**src/rtl/pidsr_pkg.sv**
```systemverilog
// ============================================================================
// pidsr_pkg: shared types and constants of the two-axis PID step-rate block
// Holds the sequencer states, the lane control word, the per-axis result
// and the fixed constants of the frequency and duty path.
// ============================================================================
package pidsr_pkg;

    // configuration register indexes
    localparam int CFG_INDEX_W = 2;
    localparam logic [CFG_INDEX_W-1:0] CFG_INTEGRAL_GAIN   = 2'd0;
    localparam logic [CFG_INDEX_W-1:0] CFG_DERIVATIVE_GAIN = 2'd1;
    localparam logic [CFG_INDEX_W-1:0] CFG_STEP_TIME       = 2'd2;
    localparam int CFG_DATA_W = 24;

    localparam logic [15:0] INTEGRAL_GAIN_RESET   = 16'd0;
    localparam logic [15:0] DERIVATIVE_GAIN_RESET = 16'd0;
    localparam logic [23:0] STEP_TIME_RESET       = 24'd167772;

    // run flag threshold bands, whole units
    localparam logic [2:0] BAND_RESET = 3'd3;
    localparam logic [2:0] BAND_STOP  = 3'd4;
    localparam logic [2:0] BAND_START = 3'd2;

    // frequency limits
    localparam logic [13:0] FREQ_MAX_ENC = 14'd7000;
    localparam logic [13:0] FREQ_MAX_STD = 14'd9000;

    // duty = floor((freq * 42752 + 3125) / 6250), the Q4.12 form of 0.00167 * freq
    localparam int NUM_W      = 29;
    localparam int RECIP_W    = 20;
    localparam int DUTY_SHIFT = 32;
    localparam logic [15:0] DUTY_MUL  = 16'd42752;
    localparam logic [11:0] DUTY_BIAS = 12'd3125;
    localparam logic [12:0] DUTY_DIV  = 13'd6250;
    localparam logic [RECIP_W-1:0] DUTY_RECIP =
        RECIP_W'((64'd1 << DUTY_SHIFT) / 64'(DUTY_DIV));

    localparam int OUT_TDATA_W = 64;

    typedef enum logic [3:0] {
        ST_IDLE,
        ST_MUL,
        ST_INTEG,
        ST_KI,
        ST_SUM,
        ST_COMMIT,
        ST_FREQ,
        ST_RECIP,
        ST_FIX
    } seq_state_t;

    typedef struct packed {
        logic load;
        logic mul;
        logic integ;
        logic ki;
        logic sum;
        logic commit;
        logic commit_pid;
        logic commit_manual;
        logic freq;
        logic recip;
        logic enc;
    } ctrl_t;

    typedef struct packed {
        logic [13:0] freq;
        logic [15:0] duty;
        logic        dir;
        logic        run;
    } lane_out_t;

endpackage

```
**src/rtl/pidsr_ctrl.sv**
```systemverilog
// ============================================================================
// pidsr_ctrl: step sequencer shared by both axis lanes
// Takes one input word at a time, steps the lanes through their stages and
// decides whether the PID drive, the manual drive or neither is committed.
// ============================================================================
module pidsr_ctrl (
    input  logic             clk,
    input  logic             rst_n,
    input  logic             s_tvalid,
    output logic             s_tready,
    input  logic             auto_mode,
    input  logic             encoder_mode,
    input  logic             lost_x,
    input  logic             lost_y,
    input  logic             out_free,
    output pidsr_pkg::ctrl_t ctrl,
    output logic             push
);

    pidsr_pkg::seq_state_t state_reg;
    pidsr_pkg::seq_state_t state_next;

    logic auto_reg;
    logic enc_reg;
    logic lost_any_reg;
    logic accept;

    assign accept = s_tvalid & s_tready;

    always_ff @(posedge clk or negedge rst_n)
    begin
        if (!rst_n)
        begin
            state_reg <= pidsr_pkg::ST_IDLE;
        end
        else
        begin
            state_reg <= state_next;
        end
    end

    always_ff @(posedge clk)
    begin
        if (accept)
        begin
            auto_reg     <= auto_mode;
            enc_reg      <= encoder_mode;
            lost_any_reg <= lost_x | lost_y;
        end
    end

    always_comb
    begin
        state_next = state_reg;
        s_tready   = 1'b0;
        push       = 1'b0;
        ctrl       = '0;
        ctrl.enc   = enc_reg;
        unique case (state_reg)
            pidsr_pkg::ST_IDLE:
            begin
                s_tready  = 1'b1;
                ctrl.load = s_tvalid;
                if (s_tvalid)
                begin
                    state_next = pidsr_pkg::ST_MUL;
                end
            end
            pidsr_pkg::ST_MUL:
            begin
                ctrl.mul   = 1'b1;
                state_next = pidsr_pkg::ST_INTEG;
            end
            pidsr_pkg::ST_INTEG:
            begin
                ctrl.integ = 1'b1;
                state_next = pidsr_pkg::ST_KI;
            end
            pidsr_pkg::ST_KI:
            begin
                ctrl.ki    = 1'b1;
                state_next = pidsr_pkg::ST_SUM;
            end
            pidsr_pkg::ST_SUM:
            begin
                ctrl.sum   = 1'b1;
                state_next = pidsr_pkg::ST_COMMIT;
            end
            pidsr_pkg::ST_COMMIT:
            begin
                // a lost axis in auto mode holds integrals and drives of both axes
                ctrl.commit        = 1'b1;
                ctrl.commit_pid    = auto_reg & ~lost_any_reg;
                ctrl.commit_manual = ~auto_reg;
                state_next         = pidsr_pkg::ST_FREQ;
            end
            pidsr_pkg::ST_FREQ:
            begin
                ctrl.freq  = 1'b1;
                state_next = pidsr_pkg::ST_RECIP;
            end
            pidsr_pkg::ST_RECIP:
            begin
                ctrl.recip = 1'b1;
                state_next = pidsr_pkg::ST_FIX;
            end
            pidsr_pkg::ST_FIX:
            begin
                // hold until the output register can take the word
                if (out_free)
                begin
                    push       = 1'b1;
                    state_next = pidsr_pkg::ST_IDLE;
                end
            end
            default:
            begin
                state_next = pidsr_pkg::ST_IDLE;
            end
        endcase
    end

endmodule

```
**config.mk**
```make
export PLATFORM = sky130hd
export DESIGN_NAME = pidsr_ctrl
export DESIGN_NICKNAME = d
export VERILOG_FILES = /design/src/rtl/pidsr_pkg.sv /design/src/rtl/pidsr_ctrl.sv
export SDC_FILE = /design/constraint.sdc
export NUM_CORES = 1
export LEC_CHECK = 0
export BUFFER_PORTS_ARGS = -buffer_cell sky130_fd_sc_hd__buf_4
export CORE_AREA = 2 2 39 41
export DETAILED_ROUTE_END_ITERATION = 16
export DIE_AREA = 0 0 41 43
export PLACE_DENSITY = 0.62
export SYNTH_ARGS = -nofsm -noshare
export SYNTH_HDL_FRONTEND = slang
export SYNTH_SLANG_ARGS = --single-unit
```
**constraint.sdc**
```tcl
create_clock -name clk -period 2.1 [get_ports clk]
set_input_delay 0.105 -clock clk [delete_from_list [all_inputs] [get_ports clk]]
set_output_delay 0.105 -clock clk [all_outputs]
set_load 0.1 [all_outputs]
```
==> run summary <==
The maximum number of pins on one net before global-route repair is 10, and the xor-xnor portion of the synthesized cell area is 0%. The number of clock sinks was 7; the number of cells in the finished layout apart from fillers was 75. The wire-length estimate of the detail-placed layout is 621 um. The average routed wire per standard cell works out to 10.9 um. The dominant combinational cell family by area after synthesis is simple AND/OR/NAND/NOR gates.

The global routing usage summed across all routing layers came out at 11.8%. Setup total negative slack on the finished layout was measured at 0 ns. The flip-flop and latch count after synthesis is 7. For this run, the register share of the synthesized area comes to 48.7%. The source-to-sink clock delay at the later pin of the worst-skew pair was 0.25 ns; the maximum fanout along the worst path was 9. Detailed-route DRC error count: 0.

The register with the most flip-flops in the layout has 4 of them. Once detail routing completed, the nets flagged for antenna violations numbered 0. The total of buffers placed on input and output ports is 20, and the number of global-route vias before repair is 340.

The die extent in x is 41 um, and the overflow left after global routing is 0. For the reported max-cap violation count, the log shows 0. In the routed layout, each cell is associated on average with a via count of 4.40.

The initialized floorplan defines 14 standard-cell rows. For the clock buffer count from CTS, the log shows 3. Setup repair after global routing left no endpoint under its margin.

Number of endpoints failing setup at the final stage: 0. Most common cell after layout, fill and taps aside: buf_4. For this run, the top clock speed supported by timing is 537 MHz. Hold violation count in the final report: 0. STA classifies the critical path startpoint as a flip-flop. In the layout the commonest cells are buf_4 (20), dfrtp_1 (4). In the synthesized netlist, the number of instances is 40.

Mux contribution to synthesized area: 0%. The kind of path behind the tightest hold check is primary input to flip-flop. Across all hold checks on the routed design, the worst slack comes to 0.0335 ns. The die is 43 um tall. Count of unique library cells instantiated by Yosys: 20. Counting tap cells, the placed design contains a total of 70 instances. Across all layers, the routed design uses 330 vias. The data arrival time of the critical path came out at 1.76 ns. The tools report the total I/O pin count as 21. The final count of pins violating max slew was 0; the adder and majority cell fraction of the synthesized area was 0%. TritonCTS built the clock tree. The cell area that synthesis handed to floorplanning was 390 um^2. Averaged over all synthesized cells, the footprint is 9.76 um^2.

The first TritonRoute pass finished after 3 iterations. After clock tree synthesis, the clock-pin slew on the worst setup and hold paths is 0.05 ns. The growth of design area from synthesis to finish is 61.2%. The Yosys step of the flow raised 0 warnings. The tools report the clock skew after layout as 0.00308 ns.

The number of antenna violations at the first check in global routing came out at 0. The number of buffers on the longest clock path is 2, and the time the final worst path needs with I/O delays and setup is 1.86 ns. The root buffer selected by CTS is clkbuf_4.

The run gives 1 as the DRC marker count from the first detailed-route iteration. The initial cell density of the core is 28.2%. Of the total synthesized cell area, the portion taken by AND, OR, NAND and NOR gates is 30.8%. The start-to-end type of the worst setup path is flip-flop to primary output.

The synthesized design devotes to its leading area cell type 25.6% of total area. In the final layout, the share of cells above drive strength 1 is 61.0%. Data on the critical path is required at its endpoint by 2.00 ns. By area the synthesized netlist is led by dfrtp_1 (26%), edfxtp_1 (23%), nor3_1 (9.0%).

The share of the clock period used by the worst path was 88.6%. Endpoint class of the critical path: a primary output. The biggest area contributor in the post-synthesis netlist is dfrtp_1. H-tree depth: 1. Full die area: 0.00176 mm^2.

For this block, the routed nets add up to 814 um of wire. The pin slew with the least headroom to its limit works out to 0.428 ns. The fraction of the mapped netlist area in compound gates works out to 8.33%. 0 antenna diodes ended up in the layout. The first-pass GRT wire length was 1450 um; the routability-driven placement congestion ratio was 0.728. The post-cts resize count came out at 0. The flow ran to the end, and the final reports show no timing, DRC or antenna violations. When the netlist entered floorplanning its net count stood at 48. In this run the standard cell core region covers 0.00138 mm^2.

Measured against its own limit, the worst slew margin works out to 71.5%. Number of nets in the layout: 68.
==> final cells by class <==
class	count	area (um^2)
clock buffers	4	26.3
flip-flops and latches	7	190
repair buffers	21	160
fillers	137	754
inverters	2	7.51
well taps	16	20.0
multi-input cells	25	225
==> worst max-delay path, stage by stage, from the launching register on <==
cell     delay (ns)
dfrtp_1        0.60
or4b_4         0.54
nor2_2         0.09
buf_4          0.29
==> cells by family (layout without fill, tap and decap cells) <==
kind of cell    after synthesis  count (layout)
compound gates                4               4
flops                         7               7
buf+inv                       8              27
simple gates                 21              21
==> Yosys cell counts <==
cell	count
nor2_1	4
nor4_1	2
a21bo_2	1
dfrtp_1	4
nand2b_1	2
buf_2	2
a21oi_1	2
or4b_4	1
nor3_1	7
o22ai_2	1
nand3b_1	1
buf_4	2
and2_1	1
clkbuf_1	1
inv_1	2
edfxtp_1	3
nand2_1	1
or2_2	1
buf_6	1
or2b_1	1
==> final timing paths <==
check                               end          from  slack, ns  depth (start not counted)
max in group asynchronous  state_reg[2]         rst_n       1.80                          2
setup / recovery                   push  state_reg[3]       0.24                          3
hold reg to reg            state_reg[0]  state_reg[0]       0.66                          1
min in group asynchronous  state_reg[3]         rst_n       0.19                          2
setup reg to reg           state_reg[3]  state_reg[3]       0.77                          2
hold / removal             state_reg[3]      out_free       0.03                          2
==> repair_timing <==
item | CTS | global route
hold endpoints to repair | 4 | 0
hold buffers | 1 | 0
buffers inserted | 0 | 0
==> metal layers <==
metal | track usage (%) | vias up | wire length (um) | share of wire [%]
met1 | 15.6 | 145 | 363 | 45
li1 | - | 175 | - | -
met5 | 0 | - | 0 | 0
met4 | 6.00 | 0 | 0 | 0
met3 | 1.57 | 0 | 42 | 5.2
met2 | 17.8 | 10 | 408 | 50
==> metrics by stage <==
step                      instance area (um^2)  setup slack [ns]  util, %
after global routing                       629             0.152     45.5
after CTS                                  629             0.228     45.5
final                                      629             0.239     45.5
after detailed placement                   593             0.509     42.9
after global placement                     593             0.510     42.9
after floorplan                            469            -0.324        -
Power is not shown: default switching activity piles up to over one toggle a cycle in this logic, so the estimate is an artifact.
