$ cat src/rtl/pidsr_pkg.sv
// ============================================================================
// pidsr_pkg: shared types and constants of the two-axis PID step-rate block
// Holds the sequencer states, the lane control word, the per-axis result
// and the fixed constants of the frequency and duty path.
// ============================================================================
package pidsr_pkg;

    // configuration register indexes
    localparam int CFG_INDEX_W = 2;
    localparam logic [CFG_INDEX_W-1:0] CFG_INTEGRAL_GAIN   = 2'd0;
    localparam logic [CFG_INDEX_W-1:0] CFG_DERIVATIVE_GAIN = 2'd1;
    localparam logic [CFG_INDEX_W-1:0] CFG_STEP_TIME       = 2'd2;
    localparam int CFG_DATA_W = 24;

    localparam logic [15:0] INTEGRAL_GAIN_RESET   = 16'd0;
    localparam logic [15:0] DERIVATIVE_GAIN_RESET = 16'd0;
    localparam logic [23:0] STEP_TIME_RESET       = 24'd167772;

    // run flag threshold bands, whole units
    localparam logic [2:0] BAND_RESET = 3'd3;
    localparam logic [2:0] BAND_STOP  = 3'd4;
    localparam logic [2:0] BAND_START = 3'd2;

    // frequency limits
    localparam logic [13:0] FREQ_MAX_ENC = 14'd7000;
    localparam logic [13:0] FREQ_MAX_STD = 14'd9000;

    // duty = floor((freq * 42752 + 3125) / 6250), the Q4.12 form of 0.00167 * freq
    localparam int NUM_W      = 29;
    localparam int RECIP_W    = 20;
    localparam int DUTY_SHIFT = 32;
    localparam logic [15:0] DUTY_MUL  = 16'd42752;
    localparam logic [11:0] DUTY_BIAS = 12'd3125;
    localparam logic [12:0] DUTY_DIV  = 13'd6250;
    localparam logic [RECIP_W-1:0] DUTY_RECIP =
        RECIP_W'((64'd1 << DUTY_SHIFT) / 64'(DUTY_DIV));

    localparam int OUT_TDATA_W = 64;

    typedef enum logic [3:0] {
        ST_IDLE,
        ST_MUL,
        ST_INTEG,
        ST_KI,
        ST_SUM,
        ST_COMMIT,
        ST_FREQ,
        ST_RECIP,
        ST_FIX
    } seq_state_t;

    typedef struct packed {
        logic load;
        logic mul;
        logic integ;
        logic ki;
        logic sum;
        logic commit;
        logic commit_pid;
        logic commit_manual;
        logic freq;
        logic recip;
        logic enc;
    } ctrl_t;

    typedef struct packed {
        logic [13:0] freq;
        logic [15:0] duty;
        logic        dir;
        logic        run;
    } lane_out_t;

endpackage

$ cat src/rtl/pidsr_merge.sv
// ============================================================================
// pidsr_merge: joins both lane results into one output word
// Packs the X and Y results and holds them in the output register until
// the downstream side takes the word.
// ============================================================================
module pidsr_merge (
    input  logic                                 clk,
    input  logic                                 rst_n,
    input  logic                                 push,
    input  pidsr_pkg::lane_out_t                 res_x,
    input  pidsr_pkg::lane_out_t                 res_y,
    output logic                                 out_free,
    output logic                                 m_tvalid,
    input  logic                                 m_tready,
    output logic [pidsr_pkg::OUT_TDATA_W-1:0]    m_tdata
);

    logic                                valid_reg;
    logic [pidsr_pkg::OUT_TDATA_W-1:0]   data_reg;

    assign out_free = ~valid_reg | m_tready;

    always_ff @(posedge clk or negedge rst_n)
    begin
        if (!rst_n)
        begin
            valid_reg <= 1'b0;
        end
        else if (push)
        begin
            valid_reg <= 1'b1;
        end
        else if (m_tready)
        begin
            valid_reg <= 1'b0;
        end
    end

    always_ff @(posedge clk)
    begin
        if (push)
        begin
            data_reg <= {res_y.run, res_x.run, res_y.dir, res_x.dir,
                         res_y.duty, res_x.duty, res_y.freq, res_x.freq};
        end
    end

    assign m_tvalid = valid_reg;
    assign m_tdata  = data_reg;

endmodule

$ cat config.mk
export PLATFORM = sky130hd
export DESIGN_NAME = pidsr_merge
export DESIGN_NICKNAME = d
export VERILOG_FILES = /design/src/rtl/pidsr_pkg.sv /design/src/rtl/pidsr_merge.sv
export SDC_FILE = /design/constraint.sdc
export NUM_CORES = 1
export LEC_CHECK = 0
export BUFFER_PORTS_ARGS = -buffer_cell sky130_fd_sc_hd__buf_2
export CORE_MARGIN = 3
export CORE_UTILIZATION = 36
export CTS_CLUSTER_SIZE = 12
export DETAILED_ROUTE_END_ITERATION = 10
export PLACE_DENSITY = 0.74
export SLEW_MARGIN = 10
export SYNTH_ARGS = -nofsm -noshare
export SYNTH_HDL_FRONTEND = slang
export SYNTH_SLANG_ARGS = --single-unit
$ cat constraint.sdc
create_clock -name clk -period 0.8 [get_ports clk]
set_input_delay 0.04 -clock clk [delete_from_list [all_inputs] [get_ports clk]]
set_output_delay 0.04 -clock clk [all_outputs]
set_load 0.03 [all_outputs]
==> summary.txt, run 1 <==
GRT
  – First-pass GRT wire length: 10100 µm
  – Gr ovfl total: 0
  – Overall routing resource usage: 22.7%
  – Largest net degree at the start of global routing: 32
  – Vias in the first global route: 1794
  – Initial antenna violation count: 0

Placed design
  – Placed instance area: 2770 µm²
  – Port Buffers: 133
  – Placed instance count: 273
  – GP Congestion: 0.664

CTS
  – Max clock buf depth: 2
  – CTS buffer count: 9
  – CTS root buf: clkbuf_8
  – Total clock sinks: 65
  – Clock Latency Late Sink: 0.33 ns
  – CTS tree: yes
  – H-tree levels: 3
  – Worst-path clk slew: 0.07 ns

Power and ir drop
  – Power Dens Cells: 2320 nW/µm²
  – Peak supply drop: 1680 µV
  – P_leak: 1.75 nW

Synth
  – Syn_area_per_cell: 29.4 µm²
  – Synth Area in Simple Gates: 1.14%
  – Post-synth net total: 135
  – Seq/Total Area, Yosys: 98.9%
  – XOR/XNOR Fraction of Synth Area: 0%
  – Post-Synth Adder-Cell Area: 0%
  – Number of synthesized register bits: 65
  – Distinct cells, synth: 4
  – Fraction of synthesized area in multiplexers: 0%
  – Main combinational cell family by area after synthesis: simple AND/OR/NAND/NOR gates
  – Syn Std Cell Area: 1970 µm²
  – Complex-gate fraction of the synthesized area: 0%
  – Ys Warns: 0
  – Mapped Cells: 67

Die
  – Cell row count: 26
  – # IOs: 134
  – Die height: 80.0 µm
  – Placeable Area: 5200 µm²
  – Die W: 80.0 µm
  – Die area: 6390 µm²
  – Starting density of the core: 37.8%

Cells and area
  – Cell area after layout: 4120 µm²
  – Synth-to-layout area growth: 109%
  – NumNets Final: 350
  – Layout cell share with drive strength beyond 1: 54.7%
  – Final core occ: 79.1%
  – # diodes: 0
  – Final Non-Filler Cells: 357

STA
  – Max-slew headroom: 87.9%
  – Minimum clock period: 1.02 ns
  – Slew @ Worst Pin: 0.181 ns
  – Final Max Slew Viols: 0
  – Period utilization: 128%
  – Final hold vios: 0
  – Fmax: 979 MHz
  – TNS Setup: -8.40 ns
  – Post-route setup slack: -0.222 ns
  – Clock skew: 0 ns
  – Final setup fails: 67
  – Unrepaired setup endpoints after global routing: yes

Setup path
  – CP max FO: 2
  – Worst setup startpoint: m_tvalid$_DFFE_PN0P_
  – Critical path startpoint category: flop
  – Arrival @ worst endpoint: 0.98 ns
  – Reg2reg start: m_tvalid$_DFFE_PN0P_
  – CP required: 0.76 ns
  – RR Endpoint: m_tvalid$_DFFE_PN0P_
  – Critical path class: reg -> out
  – R2R Setup Slk: -0.08 ns
  – Crit end category: output port
  – Worst-case reg-to-reg path depth: 4

Route
  – Wire length on met3: 639 µm
  – WL met1: 2370 µm
  – Routed Antenna Nets: 0
  – Pre-antenna DRT Iters: 5
  – DRC viols: 0
  – Number of vias per cell: 4.38
  – Initial DRC count: 71
  – Top Layer Used: met4
  – Drt total wl: 6680 µm
  – Drt wl/cell: 18.7 µm
  – Met2 wire len: 3500 µm
  – DR vias: 1565

Flow run
  – MaxCap Viol Count: 0

Hold path
  – Hold depth: 2
  – Hold_sp: push
  – Worst Hold Path EP: m_tdata[11]$_DFFE_PP_
  – Hold Crit Class: in -> reg

Status
  – Status: finished, violations left
  – Violated checks: setup timing
worst max-delay path: stages, from the launching register on:
cell,delay (ns)
dfrtp_2,0.43
nand2b_4,0.09
buf_6,0.13
cells by family (layout without fill, tap and decap cells):
family,count (synthesis),after routing
buffers and inverters,0,220
DFF,65,65
and+or+nand+nor,2,2
flip-flops by register name, summed over array words and instances, names as in the netlist:
signal and cells:
m_tdata 64, m_tvalid 1
power by group:
part | internal (mW) | switching, mW
Combinational | 0.832 | 0.841
Sequential | 4.05 | 0.147
Clock | 2.39 | 1.28
Total | 7.27 | 2.27
per-stage QoR:
stage / hold slack [ns] / power, mW / worst slack [ns]
floorplan: -0.256 / 4.76 / 0.00156
global placement: -0.185 / 5.23 / 0.0862
finish: 0.166 / 9.54 / -0.222
detailed placement: -0.184 / 5.25 / 0.0742
CTS: 0.0488 / 9.49 / -0.207
global route: 0.171 / 9.83 / -0.255
per-layer routing:
layer,up-vias,global-route usage [%]
li1,698,-
met5,-,0
met4,0,11.5
met2,95,37.5
met3,13,9.82
met1,759,24.9
final cells by class:
type	count	area, µm²
multi-input combinational	2	22.5
sequential	65	1950
timing repair buffer	204	1800
tap	70	87.6
clock inverter	7	141
fill	255	1090
clock buffer	9	124
synthesized netlist by cell type:
| cell | instances | area share [%] |
|---|---|---|
| edfxtp_1 | 64 | 98 |
| dfrtp_1 | 1 | 1.3 |
| nand2b_2 | 1 | 0.44 |
| nand2b_4 | 1 | 0.70 |
how the worst max path moves through the flow:
| stage | endpoint | slack (ns) |
|---|---|---|
| 2_1_floorplan | m_tvalid$_DFFE_PN0P_ | 0.002 |
| 3_3_place_gp | m_tdata[41]$_DFFE_PP_ | 0.09 |
| 3_5_place_dp | m_tdata[41]$_DFFE_PP_ | 0.07 |
| 4_1_cts | out_free | -0.21 |
| 5_1_grt | out_free | -0.26 |
| 6_report | out_free | -0.22 |
timing repair:
item	4_1_cts	5_1_grt
hold endpoints to repair	65	0
setup endpoints to repair	66	67
hold buffers	66	0
gates resized for setup	130	0
buffers inserted	1	1
cells in the final DEF, fill, tap and decap left out:
master / instances
buf_6: 65
nand2b_2: 1
buf_4: 3
clkbuf_8: 9
buf_12: 2
clkinvlp_4: 1
dlygate4sd3_1: 66
dfrtp_2: 1
clkinv_2: 1
edfxtp_1: 64
nand2b_4: 1
bufinv_16: 4
buf_2: 68
inv_6: 1
No activity file was read; power rests on OpenSTA's default activity.
==> inputs of run 2 (changes only) <==
- PLACE_DENSITY: 0.74 -> 0.78
- RECOVER_POWER: not set -> 50
==> summary.txt, run 2 (synthesized netlist as in run 1, its figures left out) <==
CTS
  – Max clock buf depth: 2
  – CTS root buf: clkbuf_8
  – Worst-path clk slew: 0.08 ns
  – Total clock sinks: 65
  – CTS buffer count: 9
  – CTS tree: yes
  – H-tree levels: 3
  – Clock Latency Late Sink: 0.34 ns

Setup path
  – Crit. path cell count: 2
  – Worst setup startpoint: m_tvalid$_DFFE_PN0P_
  – CP max FO: 2
  – Worst-path cell chain: nand2b_4 > buf_6
  – CP top delay family: flip-flops
  – RR Endpoint: m_tvalid$_DFFE_PN0P_
  – Critical path capture point: out_free
  – Critical path class: reg -> out
  – Critical path buffer and inverter count: 1
  – R2R Setup Slk: 0.02 ns
  – Worst-case reg-to-reg path depth: 3
  – Critical path startpoint category: flop
  – Worst path max stage delay: 0.43 ns
  – Arrival @ worst endpoint: 0.97 ns
  – Crit end category: output port
  – Slowest CP cell: dfrtp_2
  – Reg2reg start: m_tvalid$_DFFE_PN0P_
  – CP required: 0.76 ns

Status
  – Violated checks: setup timing
  – Status: finished, violations left

Placed design
  – GP Congestion: 0.686
  – Port Buffers: 133
  – Detail Placement HPWL: 3130 µm
  – Placed instance count: 272

Flow run
  – MaxCap Viol Count: 0

Cells and area
  – Footprint of the multi-input gates: 22.5 µm²
  – Final core occ: 77.4%
  – Layout cell share with drive strength beyond 1: 54.0%
  – NumNets Final: 348
  – Synth-to-layout area growth: 104%
  – Most common cell after layout, fill and taps aside: buf_2
  – Layout fillers: 282
  – Final Non-Filler Cells: 355
  – Reg area: 1950 µm²
  – Most frequent cells in the layout: 67 x buf_2, 66 x dlygate4sd3_1, 65 x buf_6, 64 x edfxtp_1, 11 x clkbuf_8
  – # diodes: 0
  – Largest register FFs: 64

Power and ir drop
  – Net Sw Frac: 25.9%
  – Internal power: 6.48 mW
  – Reg power frac: 47.9%
  – Clock power frac: 33.4%
  – Peak supply drop: 1860 µV
  – P_leak: 1.70 nW
  – Comb power frac: 18.7%
  – P_sw: 2.27 mW
  – Power Total: 8.75 mW
  – Power Dens Cells: 2170 nW/µm²

GRT
  – Largest net degree at the start of global routing: 34
  – Overall routing resource usage: 21.3%
  – First-pass GRT wire length: 9450 µm
  – Initial antenna violation count: 0
  – Gr ovfl total: 0
  – Vias in the first global route: 1750

STA
  – Max-slew headroom: 70.1%
  – Hold Worst Slack: 0.0868 ns
  – Fmax: 989 MHz
  – Unrepaired setup endpoints after global routing: yes
  – Slew @ Worst Pin: 0.448 ns
  – Post-route setup slack: -0.211 ns
  – Final setup fails: 66
  – Clock skew: 0 ns
  – Period utilization: 126%
  – Minimum clock period: 1.01 ns
  – Final Max Slew Viols: 0
  – Final hold vios: 0

Die
  – # IOs: 134
  – Cell row count: 26
  – Starting density of the core: 37.8%
  – Die W: 80.0 µm
  – Placeable Area: 5200 µm²
  – Die area: 6390 µm²
  – Die height: 80.0 µm

Route
  – DR vias: 1526
  – Initial DRC count: 39
  – Routed Antenna Nets: 0
  – Number of vias per cell: 4.30
  – Drt wl/cell: 18.1 µm
  – Drt total wl: 6430 µm
  – DRC viols: 0
  – Pre-antenna DRT Iters: 4

Hold path
  – Hold Crit Class: in -> reg
  – Hold_sp: m_tready
## run 2: layer usage
layer	part of all wire [%]	GRT usage [%]	routed length [µm]
met1	35	21.9	2230
met2	54	37.4	3480
met3	8.8	8.58	567
met4	2.3	10.1	148
met5	0	0	0
## run 2: timing repair
item | 4_1_cts | 5_1_grt
setup buffers | 1 | 0
hold buffers | 66 | 0
setup endpoints to repair | 66 | 66
resized for setup | 130 | 0
endpoints found under the hold margin | 65 | 0
## run 2: tightest hold or removal path: stages
cell	delay, ns
buf_2	0.08
nand2b_4	0.11
buf_4	0.10
nand2b_2	0.05
## run 2: per-stage QoR
step	cell area, µm²	setup WS (ns)	TNS, ns
3_3_place_gp	2760	0.0948	0
2_1_floorplan	1970	0.00156	0
6_report	4030	-0.211	-8.27
5_1_grt	4030	-0.256	-10.81
4_1_cts	4050	-0.212	-8.30
3_5_place_dp	2760	0.0880	0
## run 2: worst min path at each step
stage | end | slack [ns] | depth (start not counted)
floorplan | m_tvalid$_DFFE_PN0P_ | -0.26 | 0
global route | m_tvalid$_DFFE_PN0P_ | 0.09 | 4
finish | m_tvalid$_DFFE_PN0P_ | 0.09 | 4
global placement | m_tvalid$_DFFE_PN0P_ | -0.18 | 1
CTS | m_tvalid$_DFFE_PN0P_ | 0.04 | 4
detailed placement | m_tvalid$_DFFE_PN0P_ | -0.18 | 1
## run 2: power by group through the flow
stage,logic (mW),clock network [mW],registers [mW]
floorplan,0.0172,0,4.74
global placement,1.06,0,4.16
detailed placement,1.07,0,4.18
CTS,1.62,2.91,4.17
global route,1.71,3.16,4.21
finish,1.64,2.92,4.19
## run 2: final cells by class
type                    count  area share, %
flip-flops and latches     65           48.4
well taps                  70           2.18
clock buffers              11           3.76
multi-input cells           2          0.559
clock inverters             5           1.55
repair buffers            202           43.6
